[config.mk]
export PLATFORM = sky130hd
export DESIGN_NAME = dwsp_cfg
export DESIGN_NICKNAME = d
export VERILOG_FILES = /design/src/hdl/dwsp_pkg.sv /design/src/hdl/dwsp_cfg.sv
export SDC_FILE = /design/constraint.sdc
export NUM_CORES = 1
export LEC_CHECK = 0
export ABC_AREA = 1
export BUFFER_PORTS_ARGS = -buffer_cell sky130_fd_sc_hd__buf_2
export CAP_MARGIN = 20
export CORE_ASPECT_RATIO = 1.5
export CORE_UTILIZATION = 40
export CTS_CLUSTER_SIZE = 12
export DETAILED_ROUTE_END_ITERATION = 8
export RECOVER_POWER = 25
export SLEW_MARGIN = 10
export SYNTH_ARGS = -nofsm -noshare
export SYNTH_HDL_FRONTEND = slang
export SYNTH_SLANG_ARGS = --single-unit
[constraint.sdc]
create_clock -name clk -period 2.7 [get_ports clk]
set_clock_uncertainty 0.2 [all_clocks]
set_input_delay 0.135 -clock clk [delete_from_list [all_inputs] [get_ports clk]]
set_output_delay 0.135 -clock clk [all_outputs]
set_load 0.01 [all_outputs]
[src/hdl/dwsp_pkg.sv]
package dwsp_pkg;

  // wheel and lane counts
  localparam int WHEELS = 2;
  localparam int LANES  = 2;
  localparam int ACTIVE = (WHEELS < LANES) ? WHEELS : LANES;

  // field widths
  localparam int COUNT_W   = 32;
  localparam int TGT_W     = 16;
  localparam int GAIN_W    = 16;
  localparam int DRIVE_W   = 32;
  localparam int REG_IDX_W = 3;

  // input tdata layout, lowest field first
  localparam int IN_W       = LANES * COUNT_W + 2 * LANES * TGT_W;
  localparam int TGT_BASE   = LANES * COUNT_W;
  localparam int OFS_BASE   = TGT_BASE + LANES * TGT_W;
  localparam int OUT_W      = LANES * DRIVE_W;

  // pipeline stages inside a lane
  localparam int NSTG = 7;

  // gain reset values
  localparam logic [GAIN_W-1:0] KP_RESET = 16'd1100;
  localparam logic [GAIN_W-1:0] KI_RESET = 16'd17;
  localparam logic [GAIN_W-1:0] KD_RESET = 16'd28;

  // integral step and output scale
  localparam logic signed [39:0] INTEG_STEP = 40'sd100;
  localparam longint unsigned SCALE_DIV = 64'd1000;

  // divide by the scale: clamp magnitude, then reciprocal multiply
  localparam int MAG_W       = 41;
  localparam int RECIP_W     = 42;
  localparam int RECIP_SHIFT = MAG_W + 10;
  localparam logic [MAG_W-1:0] MAG_LIM = MAG_W'(SCALE_DIV << 31);
  localparam logic [63:0] RECIP64 =
    ((64'd1 << RECIP_SHIFT) + SCALE_DIV - 64'd1) / SCALE_DIV;
  localparam logic [RECIP_W-1:0] RECIP = RECIP_W'(RECIP64);

  // configuration register indexes
  typedef enum logic [REG_IDX_W-1:0] {
    REG_LEFT_PROP   = 3'd0,
    REG_LEFT_INTEG  = 3'd1,
    REG_LEFT_DERIV  = 3'd2,
    REG_RIGHT_PROP  = 3'd3,
    REG_RIGHT_INTEG = 3'd4,
    REG_RIGHT_DERIV = 3'd5
  } reg_idx_t;

  typedef struct packed {
    logic [GAIN_W-1:0] kp;
    logic [GAIN_W-1:0] ki;
    logic [GAIN_W-1:0] kd;
  } gain_t;

  // per stage load strobes, bit 0 is the first stage
  typedef struct packed {
    logic [NSTG-1:0] adv;
  } pipe_ctl_t;

  // scaled drive magnitude and sign from one lane
  typedef struct packed {
    logic        neg;
    logic [31:0] qmag;
  } lane_res_t;

  function automatic logic signed [31:0] sat32(input logic signed [39:0] v);
    logic signed [31:0] r;
    if (v > 40'sh007fffffff) begin
      r = 32'sh7fffffff;
    end else if (v < -40'sh0080000000) begin
      r = -32'sh80000000;
    end else begin
      r = v[31:0];
    end
    return r;
  endfunction

endpackage

[src/hdl/dwsp_cfg.sv]
module dwsp_cfg import dwsp_pkg::*; (
  input  logic                 clk,
  input  logic                 rst,
  input  logic                 wr_en,
  input  logic [REG_IDX_W-1:0] wr_index,
  input  logic [GAIN_W-1:0]    wr_data,
  output gain_t                gains [LANES]
);

  // gain registers, one set per wheel
  always_ff @(posedge clk) begin
    if (rst) begin
      for (int w = 0; w < LANES; w++) begin
        gains[w].kp <= KP_RESET;
        gains[w].ki <= KI_RESET;
        gains[w].kd <= KD_RESET;
      end
    end else if (wr_en) begin
      case (wr_index)
        REG_LEFT_PROP:   gains[0].kp <= wr_data;
        REG_LEFT_INTEG:  gains[0].ki <= wr_data;
        REG_LEFT_DERIV:  gains[0].kd <= wr_data;
        REG_RIGHT_PROP:  gains[1].kp <= wr_data;
        REG_RIGHT_INTEG: gains[1].ki <= wr_data;
        REG_RIGHT_DERIV: gains[1].kd <= wr_data;
        default: ;
      endcase
    end
  end

endmodule

### Word level (Yosys, flattened, before mapping)

Cells that the tools add are included.

| word-level totals | value |
|---|---|
| bits in registers | 96 |
| input bits | 22 |
| output and inout port bits | 96 |
| logic and storage cells | 18 |

| operators by class | value |
|---|---|
| equal/unequal tests | 5 |
| reduce and logical (&&, ||, !) cells | 7 |

Operators with widths:

| kind | count |
|---|---|
| $reduce_and 2->1 | 6 |
| $eq 3x2->1 const B | 2 |
| $eq 3x3->1 const B | 2 |
| $eq 3x1->1 const B | 1 |
| $logic_not 3->1 | 1 |

### Logic depth before layout (Yosys ltp)

Gate-level depths: netlist of the first run.

| depth | value |
|---|---|
| depth after elaboration | 2 |
| mapped depth | 7 |
| depth with buffers taken out | 5 |

### Worst setup path before layout of the first run

No wires, ideal clock.

| path | value |
|---|---|
| path kind | in2reg |
| start point | input wr_index[1] |
| end point | register gains[80] (netlist bit) |
| library setup time | 113 ps |
| data arrival time | 774 ps |
| data required time | 2,387 ps |
| slack | 1,614 ps |
| stages | 5 |
| buffers on the path | 1 |
| cells stage by stage | nor2_2 > buf_2 > nand3_1 > nand2_1 > nor2_1 |

| on the way | value |
|---|---|
| cells in the longest elaborated chain, start to end | 2 |

RTL lines:

| what | RTL line | RTL |
|---|---|---|
| start, declared | dwsp_cfg.sv:5 | `input logic [REG_IDX_W-1:0] wr_index,` |
| $logic_not 3->1 | dwsp_cfg.sv:19 | `case (wr_index)` |
| $reduce_and 2->1 (no line) | n/a |  |
| end, declared | dwsp_cfg.sv:7 | `output gain_t gains [LANES]` |

Every way passes these cells.
A chain may end at the register's enable or synchronous reset.

### Final worst setup path of the first run

| path | value |
|---|---|
| start point | input wr_en |
| end point | register gains[49] (netlist bit) |

| on the way | value |
|---|---|
| cells in the longest elaborated chain, start to end | 1 |

RTL lines:

| what | RTL line | RTL |
|---|---|---|
| start, declared | dwsp_cfg.sv:4 | `input logic wr_en,` |
| $reduce_and 2->1 (no line) | n/a |  |

Every way passes these cells.

==> impl_metrics.yaml, run 1 <==
outcome:
  status: "completed"
synthesis:
  synth_cell_types: 16
  synthesis.nets: 560
  synth.avg_cell_area_um2: 7.14
  synth_top_area_share_pct: 50.0
  yosys.area.top_type: "dfxtp_1"
  syn_inst: 538
  synth_area_leaders: "dfxtp_1 50%, nor2_1 15%, nand3_1 13%"
  synth_warnings: 0
  synth_area_um2: 3840
  synth-seq-cells: 96
  ys_seq_area_share_pct: 50.0
finish:
  antenna_cells: 0
  final_common_cell: "nor2_1"
  seq_area_um2: 1920
  multi_input_area_um2: 1650
  fin_area_um2: 4710
  final_cells: 762
  largest_reg_flops: 96
  reg.largest.list: "gains x96"
  final_cell_mix: "156 x nor2_1, 124 x nand2_1, 96 x nand3_1, 96 x dfxtp_1, 69 x buf_2"
  fin_nets: 667
  regMostFlops: "gains"
  n_fill_cell: 974
  drive_gt1_share_pct: 16.0
  area_growth_pct: 22.6
drt:
  drc: 0
  drt-initial-drc-count: 284
  firstDrtPassIters: 7
  vias: 3751
  ant_nets: 0
  wl_mm: 11.1
  vias_per_cell: 4.92
  wl_per_cell_um: 14.6
critical_path:
  rrSetupSlack_ns: 1.91
  crit_path_end_kind: "flip-flop"
  critical_path_class: "in -> reg"
  cp.required_ns: 2.74
  crit_fanout: 30
  cp.arrival_ns: 1.42
  start_kind: "primary input"
cts:
  ctsResizeCount: 0
  cts_tree: "done"
  ctsHtreeMaxLevel: 3
  cts_setup_buffers: 0
  cts_made_buffers: 9
  clock_latency_ns: 0.34
  path_clk_slew_ns: 0.06
  cts_buffer_depth: 2
  cts_sinks: 96
  cts_hold_buf: 6
  cts_root_buf: "clkbuf_16"
timing:
  max_slew.worst_pin.slew_ns: 0.808
  setup_violations: 0
  finalHoldViolCount: 0
  period_minus_slack_ns: 1.38
  grt_setup_unrepaired: "false"
  holdWs_ns: 0.0348
  maxSlewHeadroom_pct: 46.0
  fin_ws_ns: 1.32
  fmax_mhz: 724
  period_share_pct: 51.1
  drv_slew: 0
  tns_ns: 0
placement:
  numPortBuffers: 117
  dp_slack_ns: 0.964
  gp_congestion: 0.804
  dpl-instance-area_um2: 4420
  hpwlAfterDp_mm: 7.54
  placed_cells: 740
power:
  vdd_ir_drop_max_mv: 0.363
  p_leak_nw: 2.17
  power_density_nw_per_um2: 644
global_route:
  grt_pass1_wl_mm: 16.9
  globalRouteOverflowTotal: 0
  antenna_found_initial: 0
  grt_max_degree: 59
  track_usage_pct: 23.0
  grt_pass1_vias: 3364
floorplan:
  coreArea_um2: 9310
  io_pins: 118
  rows: 43
  start_util_pct: 41.3
  die_y_um: 122
  die_w_um: 82
  die-area_um2: 10000
hold_path:
  hold_class: "in -> reg"
flow_run:
  maxCapViolations: 0
==> stage by stage <==
stage	total power [W]	util, %
floorplan	0.00173	-
global placement	0.00185	47.5
detailed placement	0.00185	47.5
CTS	0.00306	51.2
global route	0.00316	50.6
finish	0.00303	50.6
==> synth_stat cells <==
cell / n
inv_2: 2
nand2_1: 124
nand2_2: 1
buf_6: 4
inv_1: 20
buf_4: 6
nor2_4: 7
clkinv_1: 1
nor2_1: 157
dfxtp_1: 96
nor2_2: 2
clkbuf_1: 4
nand3_1: 96
buf_2: 15
nand2_4: 1
buf_1: 2
==> critical path: stages <==
cell,delay [ns]
buf_2,0.14
inv_2,0.05
nor2_4,0.43
buf_4,0.40
nand3_1,0.11
nand2_1,0.09
nor2_1,0.05
==> per-layer routing <==
layer	vias up	share of wire, %	global-route usage (%)
met5	-	0	0
met4	0	4.6	15.4
met3	37	5.9	4.57
met2	139	48	35.2
met1	1687	42	28.7
li1	1888	-	-
==> final timing paths <==
path | cells past startpoint | startpoint | to
setup / recovery | 7 | wr_en | gains[49]$_SDFFE_PP0P_
hold / removal | 5 | wr_data[15] | gains[79]$_SDFFE_PP0P_
setup reg to reg | 2 | gains[66]$_SDFFE_PP0P_ | gains[66]$_SDFFE_PP0P_
hold reg to reg | 2 | gains[34]$_SDFFE_PP1P_ | gains[34]$_SDFFE_PP1P_
==> power breakdown <==
| group | internal, W | switching (W) |
|---|---|---|
| logic | 0.000107 | 0.000221 |
| registers | 0.00147 | 0.0000276 |
| clock network | 0.000671 | 0.000537 |
| total | 0.00224 | 0.000786 |
==> logic make-up (layout without fill, tap and decap cells) <==
group	Yosys count	after routing	share of synthesized area (%)
simple gates	388	388	42.8
buf+inv	54	166	7.14
flops	96	96	50.0
==> cell type report <==
class	count	area share (%)
clock buffers	11	5.37
flip-flops and latches	96	40.8
well taps	112	2.98
repair buffers	127	13.3
clock inverters	5	0.665
multi-input cells	388	35.0
inverters	23	1.83
Power figures use the tool's default switching activity.
==> run 2, diff against run 1 <==
- ABC_AREA: 1 -> 0
- PLACE_DENSITY: not set -> 0.68
- clock period: 2.7 -> 1.2 ns (I/O delays scaled with it)
==> run 2 against run 1 <==
  * Largest power group unchanged
  * Area after synthesis decreased by 2.2%
  * First-iteration DRC count down 77%
  * Cell count fell by 22%
  * Sequential share of layout area is 2.3 points lower
  * Global-route usage decreased by 2.9 points
  * Combinational power increased by 68%
  * Synthesized cell count is 36% lower
  * Sequential cell count did not move
  * Utilization is 4.9 points higher
  * The flow now finishes with violations (negative hold slack)
  * Critical path depth is 6 lower
  * Sequential power increased by 120%
  * Setup slack got worse by 1.2 ns
==> impl_metrics.yaml, run 2 <==
critical_path:
  max_stage_delay_ns: 0.37
  worst_r2r_path_depth: 2
  crit_fanout: 2
  cp.arrival_ns: 0.86
  cp.depth: 1
  critical_path_class: "reg -> out"
  crit_path_end_kind: "output pin"
  crit_chain: "buf_2"
  crit_path_top_delay_cell: "dfxtp_1"
  path_buf_inv: 1
  crit_family: "flip-flops"
  start_kind: "flip-flop"
  cp.required_ns: 0.94
global_route:
  globalRouteOverflowTotal: 0
  grt_pass1_vias: 2807
  grt_max_degree: 37
  antenna_found_initial: 0
  track_usage_pct: 20.1
  grt_pass1_wl_mm: 14.4
synthesis:
  synth_cell_types: 13
  synth-edff-count: 0
  synth_warnings: 0
  synth-seq-cells: 96
  synth.avg_cell_area_um2: 11.0
  yosys.area.top_type: "dfxtp_1"
  syn_inst: 342
  ys_dominant_reg_cell: "dfxtp_1"
  synth_area_um2: 3750
  async_flop_share_pct: 0
  synth_area_leaders: "dfxtp_1 51%, mux2i_1 26%, nand2b_1 16%"
  synth_top_area_share_pct: 51.2
  ys_seq_area_share_pct: 51.2
  synthesis.nets: 364
  synthTopCellsByCount: "96 x dfxtp_1, 96 x mux2i_1, 94 x nand2b_1"
finish:
  final_cell_mix: "115 x buf_2, 96 x mux2i_1, 96 x dfxtp_1"
  final_common_cell: "buf_2"
  n_fill_cell: 796
  drive_gt1_share_pct: 31.3
  largest_reg_flops: 96
  area_growth_pct: 32.7
  fin_nets: 500
  reg.largest.list: "gains x96"
  final_core_util_pct: 55.4
  regMostFlops: "gains"
  antenna_cells: 0
timing:
  grt_setup_unrepaired: "false"
  maxSlewHeadroom_pct: 63.9
  setup_violations: 0
  period_share_pct: 93.3
  period_minus_slack_ns: 1.12
  drv_slew: 0
  holdWs_ns: -0.00100
  max_slew.worst_pin.slew_ns: 0.541
  fmax_mhz: 893
  finalHoldViolCount: 2
  tns_ns: 0
power:
  p_switching_w: 0.00149
  p_int_w: 0.00513
  p_clk_share_pct: 42.0
  vdd_ir_drop_max_mv: 0.879
  power_w: 0.00663
  seqPwrFrac_pct: 49.7
  power_density_nw_per_um2: 1330
  p_leak_nw: 2.58
  share_comb_of_total_power_pct: 8.3
  switching_share_pct: 22.5
drt:
  wl_mm: 9.38
  vias_per_cell: 4.80
  drt-initial-drc-count: 65
  wl_per_cell_um: 15.8
  firstDrtPassIters: 4
  ant_nets: 0
  drc: 0
  vias: 2840
cts:
  cts_setup_buffers: 0
  ctsResizeCount: 0
  cts_sinks: 96
  cts_tree: "done"
  cts_buffer_depth: 2
  cts_hold_buf: 12
  cts_made_buffers: 9
  clock_latency_ns: 0.34
  ctsHtreeMaxLevel: 3
  cts_root_buf: "clkbuf_16"
  path_clk_slew_ns: 0.06
floorplan:
  start_util_pct: 41.8
  die_y_um: 121
  die_w_um: 81.1
  die-area_um2: 9790
  coreArea_um2: 8990
  io_pins: 118
  rows: 42
hold_path:
  holdPathStages: 3
  hold_class: "in -> reg"
outcome:
  violations: "negative hold slack"
  status: "finished, violations left"
placement:
  numPortBuffers: 117
  gp_congestion: 0.743
  hpwlAfterDp_mm: 6.76
flow_run:
  maxCapViolations: 0
==> run 2: cell types whose count changed after synthesis, moves of 8 or more <==
cell      previous run  this run
clkbuf_1             4        12
nand3_1             96         0
mux2i_1              0        96
nand2b_1             0        94
nand2_1            124         0
inv_1               20         0
nor2_1             157        24
==> run 2: final cells by class <==
class                      count  area [um2]  share of cell area (%)
sequential                    96        1920                    38.6
multi-input combinational    221        1720                    34.5
timing repair buffer         150         915                    18.4
clock buffer                  10         229                    4.60
tap                          110         138                    2.76
clock inverter                 5        58.8                    1.18
==> run 2: logic make-up (layout without fill, tap and decap cells) <==
group,Yosys count,in the layout,synth area share [%]
and+or+nand+nor,125,125,20.1
muxes,96,96,25.6
DFF,96,96,51.2
buffers and inverters,25,165,3.17
==> run 2: path summary, 6_finish.rpt <==
| kind | startpoint | endpoint | slack, ns |
|---|---|---|---|
| setup / recovery | gains[73]$_SDFFE_PP0P_ | gains[73] | 0.08 |
| setup reg to reg | gains[11]$_SDFFE_PP0P_ | gains[11]$_SDFFE_PP0P_ | 0.35 |
| hold reg to reg | gains[78]$_SDFFE_PP0P_ | gains[78]$_SDFFE_PP0P_ | 0.27 |
| hold / removal | wr_data[5] | gains[21]$_SDFFE_PP0P_ | -0.001 |
==> run 2: power groups by stage <==
stage	sequential (W)	combinational [W]	clock, W
6_report	0.00329	0.000551	0.00278
2_1_floorplan	0.00340	0.000255	0
5_1_grt	0.00330	0.000594	0.00297
3_3_place_gp	0.00336	0.000529	0
4_1_cts	0.00329	0.000571	0.00283
3_5_place_dp	0.00337	0.000538	0
==> run 2: metrics by stage <==
| step | setup WS, ns | instances | instance area [um2] |
|---|---|---|---|
| 2_1_floorplan | -0.0827 | 342 | 3750 |
| 3_3_place_gp | -0.213 | 565 | 4620 |
| 3_5_place_dp | -0.238 | 565 | 4620 |
| 4_1_cts | 0.0655 | 592 | 5030 |
| 5_1_grt | 0.0246 | 592 | 4980 |
| 6_report | 0.0801 | 592 | 4980 |
==> run 2: routing by layer <==
layer | vias up | wire (um) | track usage, %
met2 | 84 | 5010 | 36.0
met3 | 11 | 499 | 5.89
met5 | - | 0 | 0
li1 | 1397 | - | -
met4 | 0 | 133 | 7.03
met1 | 1348 | 3740 | 21.7
