`src/hdl/dwsp_pkg.sv`:
```
package dwsp_pkg;

  // wheel and lane counts
  localparam int WHEELS = 2;
  localparam int LANES  = 2;
  localparam int ACTIVE = (WHEELS < LANES) ? WHEELS : LANES;

  // field widths
  localparam int COUNT_W   = 32;
  localparam int TGT_W     = 16;
  localparam int GAIN_W    = 16;
  localparam int DRIVE_W   = 32;
  localparam int REG_IDX_W = 3;

  // input tdata layout, lowest field first
  localparam int IN_W       = LANES * COUNT_W + 2 * LANES * TGT_W;
  localparam int TGT_BASE   = LANES * COUNT_W;
  localparam int OFS_BASE   = TGT_BASE + LANES * TGT_W;
  localparam int OUT_W      = LANES * DRIVE_W;

  // pipeline stages inside a lane
  localparam int NSTG = 7;

  // gain reset values
  localparam logic [GAIN_W-1:0] KP_RESET = 16'd1100;
  localparam logic [GAIN_W-1:0] KI_RESET = 16'd17;
  localparam logic [GAIN_W-1:0] KD_RESET = 16'd28;

  // integral step and output scale
  localparam logic signed [39:0] INTEG_STEP = 40'sd100;
  localparam longint unsigned SCALE_DIV = 64'd1000;

  // divide by the scale: clamp magnitude, then reciprocal multiply
  localparam int MAG_W       = 41;
  localparam int RECIP_W     = 42;
  localparam int RECIP_SHIFT = MAG_W + 10;
  localparam logic [MAG_W-1:0] MAG_LIM = MAG_W'(SCALE_DIV << 31);
  localparam logic [63:0] RECIP64 =
    ((64'd1 << RECIP_SHIFT) + SCALE_DIV - 64'd1) / SCALE_DIV;
  localparam logic [RECIP_W-1:0] RECIP = RECIP_W'(RECIP64);

  // configuration register indexes
  typedef enum logic [REG_IDX_W-1:0] {
    REG_LEFT_PROP   = 3'd0,
    REG_LEFT_INTEG  = 3'd1,
    REG_LEFT_DERIV  = 3'd2,
    REG_RIGHT_PROP  = 3'd3,
    REG_RIGHT_INTEG = 3'd4,
    REG_RIGHT_DERIV = 3'd5
  } reg_idx_t;

  typedef struct packed {
    logic [GAIN_W-1:0] kp;
    logic [GAIN_W-1:0] ki;
    logic [GAIN_W-1:0] kd;
  } gain_t;

  // per stage load strobes, bit 0 is the first stage
  typedef struct packed {
    logic [NSTG-1:0] adv;
  } pipe_ctl_t;

  // scaled drive magnitude and sign from one lane
  typedef struct packed {
    logic        neg;
    logic [31:0] qmag;
  } lane_res_t;

  function automatic logic signed [31:0] sat32(input logic signed [39:0] v);
    logic signed [31:0] r;
    if (v > 40'sh007fffffff) begin
      r = 32'sh7fffffff;
    end else if (v < -40'sh0080000000) begin
      r = -32'sh80000000;
    end else begin
      r = v[31:0];
    end
    return r;
  endfunction

endpackage

```
`src/hdl/dwsp_merge.sv`:
```
module dwsp_merge import dwsp_pkg::*; (
  input  logic             clk,
  input  logic             rst,
  input  logic             in_valid,
  output logic             in_ready,
  input  lane_res_t        res [LANES],
  output logic             m_tvalid,
  input  logic             m_tready,
  output logic [OUT_W-1:0] m_tdata
);

  logic [OUT_W-1:0] packed_drive;

  // apply sign and saturate each lane, pack into one word
  always_comb begin
    for (int w = 0; w < LANES; w++) begin
      if (res[w].neg) begin
        packed_drive[w*DRIVE_W +: DRIVE_W] = -res[w].qmag;
      end else if (res[w].qmag[31]) begin
        packed_drive[w*DRIVE_W +: DRIVE_W] = 32'h7fffffff;
      end else begin
        packed_drive[w*DRIVE_W +: DRIVE_W] = res[w].qmag;
      end
    end
  end

  assign in_ready = !m_tvalid || m_tready;

  // output register
  always_ff @(posedge clk) begin
    if (rst) begin
      m_tvalid <= 1'b0;
    end else if (in_ready) begin
      m_tvalid <= in_valid;
    end
  end

  always_ff @(posedge clk) begin
    if (in_valid && in_ready) begin
      m_tdata <= packed_drive;
    end
  end

endmodule

```
`config.mk`:
```
export PLATFORM = sky130hd
export DESIGN_NAME = dwsp_merge
export DESIGN_NICKNAME = d
export VERILOG_FILES = /design/src/hdl/dwsp_pkg.sv /design/src/hdl/dwsp_merge.sv
export SDC_FILE = /design/constraint.sdc
export NUM_CORES = 1
export LEC_CHECK = 0
export BUFFER_PORTS_ARGS = -buffer_cell sky130_fd_sc_hd__buf_4
export CORE_MARGIN = 2
export CORE_UTILIZATION = 46
export DETAILED_ROUTE_END_ITERATION = 10
export GPL_ROUTABILITY_DRIVEN = 0
export PLACE_DENSITY = 0.84
export REMOVE_ABC_BUFFERS = 1
export SYNTH_ARGS = -nofsm -noshare
export SYNTH_HDL_FRONTEND = slang
export SYNTH_SLANG_ARGS = --single-unit
export TNS_END_PERCENT = 100
```
`constraint.sdc`:
```
create_clock -name clk -period 2.45 [get_ports clk]
set_input_delay 0.6125 -clock clk [delete_from_list [all_inputs] [get_ports clk]]
set_output_delay 0.6125 -clock clk [all_outputs]
set_load 0.05 [all_outputs]
```
After elaboration in Yosys (flattened, before gate mapping)
Index checks and enable logic that the tools add are counted.
{ "op_classes": {"add_sub_neg": 2, "n_mux": 4, "reduce_logical": 3} }
{ "ops": {"columns": ["op", "n"], "rows": [
  ["32-bit two-way mux", 2],
  ["32-bit negator", 2],
  ["31-bit two-way mux", 2],
  ["1-bit logical AND", 1],
  ["1-bit zero test", 1],
  ["1-bit logical OR", 1]
]} }
{ "word_totals": {"register_bits": 65, "out_inout_bits": 66, "word_cells": 11} }

Logic depth before layout (Yosys ltp)
Gate-level depths: netlist (run 1).
{ "depth": {"ltp_word": 3, "mapped_depth": 8, "ltp_nobuf": 7} }

Least setup slack after synthesis (run 1)
No wires, ideal clock.
{ "synth_path": {"path_type": "input to register", "from": "input port m_tready", "to": "register m_tdata[0] (enable)", "arrival_time_ns": 2.663, "required_ns": 2.021, "path_slack_ns": -0.641, "path_stages": 2, "cell_sequence": "nand2b_1 and2_1"} }
{ "synth_via": {"elab_chain_cells": 2} }
{ "synth_lines": {"columns": ["element", "line", "text"], "rows": [
  ["from (decl)", "dwsp_merge.sv:8", "input logic m_tready,"],
  ["1-bit logical OR", "dwsp_merge.sv:27", "assign in_ready = !m_tvalid || m_tready;"],
  ["1-bit logical AND", "dwsp_merge.sv:39", "if (in_valid && in_ready) begin"],
  ["to (signal assigned)", "dwsp_merge.sv:40", "m_tdata <= packed_drive;"],
  ["to (decl)", "dwsp_merge.sv:9", "output logic [OUT_W-1:0] m_tdata"]
]} }
No other way between the ends.
A chain may end at the register's enable or synchronous reset.

Final worst setup path (run 1)
{ "layout_path": {"from": "input port res[11] (netlist bit)", "to": "register m_tdata[50] (data pin)"} }
{ "layout_via": {"elab_chain_cells": 2} }
{ "layout_lines": {"columns": ["element", "line", "text"], "rows": [
  ["from (decl)", "dwsp_merge.sv:6", "input lane_res_t res [LANES],"],
  ["32-bit negator", "dwsp_merge.sv:18", "packed_drive[w*DRIVE_W +: DRIVE_W] = -res[w].qmag;"],
  ["32-bit two-way mux", "dwsp_merge.sv:17", "if (res[w].neg) begin"],
  ["named net packed_drive[50]", "dwsp_merge.sv:12", "logic [OUT_W-1:0] packed_drive;"]
]} }
The timed path passes the listed nets, and every way through them passes these cells.

==> metrics.txt, run 1 <==
final core utilization 69.0%; reported leakage power 0.00218 uW; Critical Path Fanout Max 7; total wire length 11700 um; layout cells sized above 1 37.5%; first-pass GRT wire length 18500 um; number of core rows 33; Hold Slack 425 ps; skew final 6.85 ps; pre-CTS setup slack -263 ps; CP delay by family, top simple AND/OR/NAND/NOR gates; CP Launch Type primary input; DRT iter0 DRCs 276; Root Driver clkbuf_8; I/O Buffers 135; path type of the worst min-delay path in -> reg; number of flops mapped to enable cells by yosys 64; initial antenna violation count 0; fin crit period 2300 ps; status complete, no violations; area of the mapped netlist 0.00394 mm2; mean post-synth cell area 9.41 um2; die width 96.6 um; worst skew pair latency 350 ps; Max IR drop VDD 0.320 mV; Num CTS Buffers 9; top cell type's share of synthesized area 48.7%; # setup viols final 0; Routed Antenna Nets 0; slowest stage delay, CP 590 ps; most common cell in the netlist edfxtp_1; P per Cell Area 531 mW/mm2; CP bufs+invs 1; DIE HEIGHT 96.6 um; worst setup margin 149 ps; wire per inst 16.4 um; Crit. End Element flop; grt ovf 0; top cells by count, synth edfxtp_1 (64), nand2_1 (45), a21oi_1 (44), nor2_1 (31), a31oi_1 (26); vias per cell 6.10; fin crit share 93.9%; Detail Placement HPWL 8470 um; CTS sink count 65; CTS tree built; CP Class in -> reg; CTS Buffer Depth 2; R2R setup slack 1160 ps; RSZ-0062 raised after global routing no; area grow syn2layout 44.5%; Slew Limit Fails 0; Total GRT Usage 25.5%; vias in the first global route 4030; vias 4362; max_cap viols 0; final hold violations 0; Synth area leaders edfxtp_1 (49%), a21oi_1 (5.6%), nand2_1 (4.3%); CTS clk-pin slew, worst paths 80 ps; Slew Limit Headroom 64.5%; Critical Path RT 2550 ps; Worst Tran Pin Value 531 ps; cell taking the most area after synthesis edfxtp_1; CP arrival 2400 ps; slowest stage cell on the critical path or4_4; die footprint 0.00933 mm2; worst path cell trace buf_4 -> or4_4 -> or3_1 -> nor4b_1 -> a21oi_1 -> o22a_1; Post-CTS Hold Buffers 0; CORE AREA 0.00826 mm2; async set-reset flop share out of synthesis 0%; register area share after synthesis 49.3%; Antenna Cells 0; Yosys Warn Count 0; pin count of the biggest net entering global routing 65; nets 677; Synth Flop Type edfxtp_1; Initial Utilization 47.7%; Fmax achieved 435 MHz; num ports 136; # DRC 0; Synth Register Bits 65; Max H-tree Level 3; Pre-antenna DRT Iters 6; Distinct cells, synth 56; cells after synthesis 419
metrics by stage:
stage,total power [uW],std cells,setup TNS [ps],instance area (um2)
2_1_floorplan,1780,396,-49340,3850
3_3_place_gp,2120,699,-2850,5500
3_5_place_dp,2140,699,-4310,5500
4_1_cts,3040,715,0,5680
5_1_grt,3140,715,0,5700
6_report,3030,715,0,5700
cell families (layout without fill, tap and decap cells):
logic type / Yosys count / in the layout / share of synthesized area, %
compound gates: 129 / 129 / 20.2
xor+xnor: 1 / 1 / 0.222
fa+ha+maj: 2 / 2 / 0.635
buf+inv: 32 / 223 / 3.27
flops: 65 / 65 / 49.3
mux: 2 / 2 / 0.540
simple gates: 188 / 188 / 25.9
sequential cells by signal (all words and copies together) (netlist names):
signal	flops
m_tvalid	1
m_tdata	64
cell type report:
class | instances | area, um2
clock buffer | 10 | 128
clock inverter | 6 | 58.8
fill | 604 | 2560
inverter | 9 | 33.8
multi-input combinational | 322 | 1890
sequential | 65 | 1940
tap | 105 | 131
timing repair buffer | 198 | 1510
report_power, final:
part / total [uW] / leakage [uW] / switching [uW] / internal (uW)
sequential: 1340 / 0.000608 / 22.5 / 1320
clock: 899 / 0.0000897 / 436 / 463
combinational: 790 / 0.00148 / 510 / 280
total: 3030 / 0.00218 / 969 / 2060
per-layer routing:
layer | GRT usage, % | wire length [um] | part of all wire (%) | up-vias
li1 | - | - | - | 2019
met1 | 31.1 | 4260 | 36 | 1987
met2 | 44.3 | 5810 | 50 | 325
met3 | 5.04 | 1350 | 12 | 31
met4 | 10.4 | 277 | 2.4 | 0
met5 | 0 | 0 | 0 | -
placed cells by master, fill, tap and decap left out, types with 8 or more instances in the layout:
cell      instances
nor3_1           23
or4_1             8
nand2_1          45
o22a_1            8
a31oi_1          26
nor4_1           10
buf_4           196
nand3_1          18
edfxtp_1         64
nand4_1           9
a21oi_1          44
clkbuf_8          9
inv_1             9
o21ai_0          23
nor2_1           31
timing repair:
action / 4_1_cts / 5_1_grt
setup buffers: 0 / 0
setup endpoints to repair: 0 / 4
resized for setup: 0 / 2
worst paths after layout:
kind | from | endpoint | depth (start not counted)
worst max-delay path | res[11] | m_tdata[50]$_DFFE_PP_ | 6
worst min-delay path | rst | m_tvalid$_SDFFE_PP0N_ | 2
worst max register to register | m_tvalid$_SDFFE_PP0N_ | m_tdata[41]$_DFFE_PP_ | 3
worst min register to register | m_tvalid$_SDFFE_PP0N_ | m_tvalid$_SDFFE_PP0N_ | 2
(Power assumes the default switching activity.)
==> run 2: changes to the inputs <==
--- a/config.mk
+++ b/config.mk
@@ -7,10 +7,12 @@
 export LEC_CHECK = 0
 export BUFFER_PORTS_ARGS = -buffer_cell sky130_fd_sc_hd__buf_4
 export CORE_MARGIN = 2
-export CORE_UTILIZATION = 46
+export CORE_UTILIZATION = 47
+export CTS_BUF_LIST = sky130_fd_sc_hd__clkbuf_8
+export CTS_CLUSTER_SIZE = 10
 export DETAILED_ROUTE_END_ITERATION = 10
 export GPL_ROUTABILITY_DRIVEN = 0
-export PLACE_DENSITY = 0.84
+export PLACE_DENSITY = 0.86
 export REMOVE_ABC_BUFFERS = 1
 export SYNTH_ARGS = -nofsm -noshare
 export SYNTH_HDL_FRONTEND = slang
==> run 2 against run 1 <==
Effect of this change: die area fell by 2.0%; global-route usage rose by 0.95 points; final area fell by 1.0%; sequential share of layout area rose by 0.36 points; critical path type unchanged; critical endpoint is now m_tdata[28]$_DFFE_PP_.
==> metrics.txt, run 2 (synthesis results as in run 1) <==
total chip power 2980 uW; Critical Path Fanout Max 5; Worst Tran Pin Value 749 ps; Top reg by flops m_tdata; CP arrival 2550 ps; vias in the first global route 4120; register area 0.00194 mm2; final setup TNS 0 ps; CTS resizes 0; fin crit share 96.6%; I/O Buffers 135; CTS tree built; final core utilization 69.0%; final hold violations 0; skew final 7.51 ps; CP bufs+invs 2; Root Driver clkbuf_8; Slew Limit Headroom 50.0%; # setup viols final 0; Pre-antenna DRT Iters 5; area grow syn2layout 43.0%; status complete, no violations; worst skew pair latency 340 ps; vias per cell 6.07; CTS Buffer Depth 2; Routed Antenna Nets 0; dpl cells 696; fillers 614; pin count of the biggest net entering global routing 65; reported leakage power 0.00216 uW; CTS clk-pin slew, worst paths 70 ps; most frequent cells in the layout buf_4 (194), edfxtp_1 (64), nand2_1 (45); most common cell after layout, fill and taps aside buf_4; num ports 136; Detail Placement HPWL 8600 um; layout cells sized above 1 36.8%; area of the multi-input gates 0.00188 mm2; Total GRT Usage 26.5%; P per Cell Area 528 mW/mm2; largest registers m_tdata x64, m_tvalid x1; Max IR drop VDD 0.272 mV; # DRC 0; DIE HEIGHT 95.6 um; die footprint 0.00914 mm2; total wire length 11800 um; slowest stage delay, CP 650 ps; path type of the worst min-delay path in -> reg; vias 4314; Slew Limit Fails 0; CP delay by family, top simple AND/OR/NAND/NOR gates; CP Class in -> reg; DRT iter0 DRCs 257; Largest register FFs 64; Initial Utilization 48.2%; wire per inst 16.6 um; die width 95.6 um; Crit. End Element flop; slowest stage cell on the critical path or4_1; initial antenna violation count 0; max_cap viols 0; grt ovf 0; Fmax achieved 423 MHz; Post-CTS Setup Inserts 0; worst setup margin 83.2 ps; Critical Path RT 2630 ps; CTS sink count 65; worst path cell trace buf_4 -> or4_1 -> or3_1 -> nor3_1 -> buf_4 -> a21oi_1 -> nor3_1; RSZ-0062 raised after global routing no; Post-Layout Cell Count 711; Post-CTS Hold Buffers 0; CP Launch Type primary input; number of core rows 33; nets 674; first-pass GRT wire length 18800 um; Antenna Cells 0; Num CTS Buffers 9; Max H-tree Level 3; pre-CTS setup slack -210 ps; CORE AREA 0.00818 mm2; fin crit period 2370 ps
## run 2: cell types whose count changed in the layout (fill, tap and decap cells not counted)
cell	delta
or4_1	+1
clkinvlp_4	-2
buf_12	-1
inv_1	+1
buf_4	-2
clkbuf_1	-1
or4_4	-1
nor4_2	+1
nor4_4	-1
clkinv_1	+1
## run 2: area by class of cell
type / instances / area share (%)
repair buffers: 195 / 26.2
inverters: 9 / 0.599
clock inverters: 6 / 0.910
multi-input cells: 322 / 33.3
clock buffers: 9 / 2.20
flip-flops and latches: 65 / 34.4
well taps: 105 / 2.33
## run 2: per-layer routing
| metal | up-vias | track usage, % | part of all wire [%] |
|---|---|---|---|
| li1 | 2016 | - | - |
| met1 | 1978 | 30.1 | 36 |
| met2 | 286 | 47.9 | 51 |
| met3 | 34 | 6.96 | 11 |
| met4 | 0 | 8.81 | 2.0 |
| met5 | - | 0 | 0 |
## run 2: worst register-to-register path, delay by kind of cell (launching register included)
family	cells	cell delay, ps
buf+inv	1	300
flops	1	320
simple gates	2	290
## run 2: worst paths after layout
kind	startpoint	slack, ps	endpoint	cells after the start
hold reg to reg	m_tvalid$_SDFFE_PP0N_	530	m_tvalid$_SDFFE_PP0N_	2
setup / recovery	res[40]	80	m_tdata[28]$_DFFE_PP_	7
setup reg to reg	m_tvalid$_SDFFE_PP0N_	1150	m_tdata[11]$_DFFE_PP_	3
hold / removal	rst	410	m_tvalid$_SDFFE_PP0N_	2
## run 2: stage by stage
stage,hold slack (ps),area [um2]
3_5_place_dp,523,5460
6_report,414,5640
5_1_grt,393,5640
3_3_place_gp,493,5460
2_1_floorplan,682,3850
4_1_cts,397,5640
## run 2: power by group
part	internal [uW]	switching, uW	total [uW]
combinational	275	507	782
sequential	1320	22.4	1340
clock	450	408	858
==> run 3: changes to the inputs <==
--- a/config.mk
+++ b/config.mk
@@ -6,8 +6,10 @@
 export NUM_CORES = 1
 export LEC_CHECK = 0
 export BUFFER_PORTS_ARGS = -buffer_cell sky130_fd_sc_hd__buf_4
+export CELL_PAD_IN_SITES_DETAIL_PLACEMENT = 0
+export CELL_PAD_IN_SITES_GLOBAL_PLACEMENT = 1
 export CORE_MARGIN = 2
-export CORE_UTILIZATION = 47
+export CORE_UTILIZATION = 35
 export CTS_BUF_LIST = sky130_fd_sc_hd__clkbuf_8
 export CTS_CLUSTER_SIZE = 10
 export DETAILED_ROUTE_END_ITERATION = 10
==> run 3 against run 2 <==
Effect of this change: clock skew is essentially flat; global-route usage shrank 7.0 points; sequential power is essentially flat; highest routed layer unchanged; sequential share of layout area shrank 0.62 points; combinational power is essentially flat; register-to-register slack is essentially flat; largest power group unchanged.
==> metrics.txt, run 3 (synthesis results as in run 1) <==
total wire length 11700 um; worst path cell trace buf_4 -> or4_1 -> or3_1 -> nor3_1 -> buf_4 -> a21oi_1 -> nor3_1; CTS sink count 65; worst skew pair latency 350 ps; wire per inst 15.5 um; grt ovf 0; most common cell after layout, fill and taps aside buf_4; Crit. Startpoint res[40]; skew final 7.60 ps; FF-to-FF path depth 3; die footprint 0.0121 mm2; Pre-antenna DRT Iters 5; P_sw 953 uW; largest registers m_tdata x64, m_tvalid x1; nets 679; CTS resizes 0; vias 4130; RR Endpoint m_tdata[42]$_DFFE_PP_; final core utilization 52.5%; fillers 1009; Seq pwr share 44.5%; CP delay by family, top simple AND/OR/NAND/NOR gates; Critical Path RT 2620 ps; Routed Antenna Nets 0; WP depth 7; slowest stage cell on the critical path or4_1; CP Class in -> reg; CP Launch Type primary input; Hold Slack 410 ps; Largest register FFs 64; vias in the first global route 3860; total chip power 3010 uW; most frequent cells in the layout buf_4 (198), edfxtp_1 (64), nand2_1 (45); Slew Limit Fails 0; first-pass GRT wire length 18300 um; reg2reg start m_tvalid$_SDFFE_PP0N_; num ports 136; Clk pwr share 29.4%; crit path to m_tdata[28]$_DFFE_PP_; Initial Utilization 36.1%; status complete, no violations; # DRC 0; initial antenna violation count 0; slowest stage delay, CP 640 ps; # setup viols final 0; RSZ-0062 raised after global routing no; vias per cell 5.49; Crit. End Element flop; CP bufs+invs 2; Combinational Power Share 26.1%; Critical Path Fanout Max 5; fin crit period 2340 ps; DIE HEIGHT 110 um; Total GRT Usage 19.5%; path type of the worst min-delay path in -> reg; Detail Placement HPWL 8660 um; CP arrival 2520 ps; Antenna Cells 0; CTS clk-pin slew, worst paths 70 ps; hold depth 2; Top reg by flops m_tdata; final hold violations 0; fin crit share 95.7%; die width 110 um; Post-CTS Hold Buffers 0; R2R setup slack 1150 ps; Max IR drop VDD 0.275 mV; P per Cell Area 524 mW/mm2; pin count of the biggest net entering global routing 65; number of core rows 38; Post-CTS Setup Inserts 0; Root Driver clkbuf_8; I/O Buffers 135; Max H-tree Level 3; Int Pwr 2050 uW; Num CTS Buffers 9; max_cap viols 0; sw frac 31.7%; Fmax achieved 427 MHz; reported leakage power 0.00218 uW; Slew Limit Headroom 63.5%; area grow syn2layout 45.6%; CORE AREA 0.0109 mm2; layout cells sized above 1 37.4%; DRT iter0 DRCs 172; CTS tree built; CTS Buffer Depth 2; Worst Tran Pin Value 542 ps
==> run 3: cell count changes in the layout (fill, tap and decap cells not counted), sizes merged <==
cell      before  now
buf          195  200
clkinvlp       0    2
inv           10    9
==> run 3: power by group through the flow <==
stage / clock (uW) / combinational (uW) / sequential, uW
after floorplan: 0 / 164 / 1610
after global placement: 0 / 773 / 1360
after detailed placement: 0 / 783 / 1360
after CTS: 918 / 786 / 1340
after global routing: 963 / 839 / 1340
final: 885 / 785 / 1340
==> run 3: worst min path at each step <==
stage | start | endpoint | slack, ps
3_5_place_dp | m_tvalid$_SDFFE_PP0N_ | m_tvalid$_SDFFE_PP0N_ | 530
6_report | rst | m_tvalid$_SDFFE_PP0N_ | 410
3_3_place_gp | m_tvalid$_SDFFE_PP0N_ | m_tvalid$_SDFFE_PP0N_ | 490
2_1_floorplan | rst | m_tvalid$_SDFFE_PP0N_ | 680
4_1_cts | rst | m_tvalid$_SDFFE_PP0N_ | 390
5_1_grt | rst | m_tvalid$_SDFFE_PP0N_ | 390
==> run 3: final cells by class <==
cell class	instances	area, um2	share of cell area [%]
multi-input cells	322	1880	32.7
clock buffers	9	124	2.16
repair buffers	200	1530	26.6
inverters	9	33.8	0.588
well taps	140	175	3.05
flip-flops and latches	65	1940	33.8
clock inverters	7	61.3	1.07
==> run 3: stage by stage <==
stage | area, um2 | worst slack, ps | cells | TNS, ps
after global placement | 5560 | -208 | 736 | -2450
final | 5740 | 106 | 752 | 0
after global routing | 5740 | 6.86 | 752 | 0
after CTS | 5740 | 128 | 752 | 0
after detailed placement | 5560 | -230 | 736 | -3600
after floorplan | 3850 | -706 | 396 | -49340
==> run 3: routing by layer <==
layer / wire length (um) / up-vias / GRT usage [%]
met5: 0 / - / 0
met1: 4750 / 1906 / 23.1
met4: 224 / 0 / 7.23
li1: - / 2020 / -
met2: 5670 / 180 / 33.7
met3: 1020 / 24 / 5.35
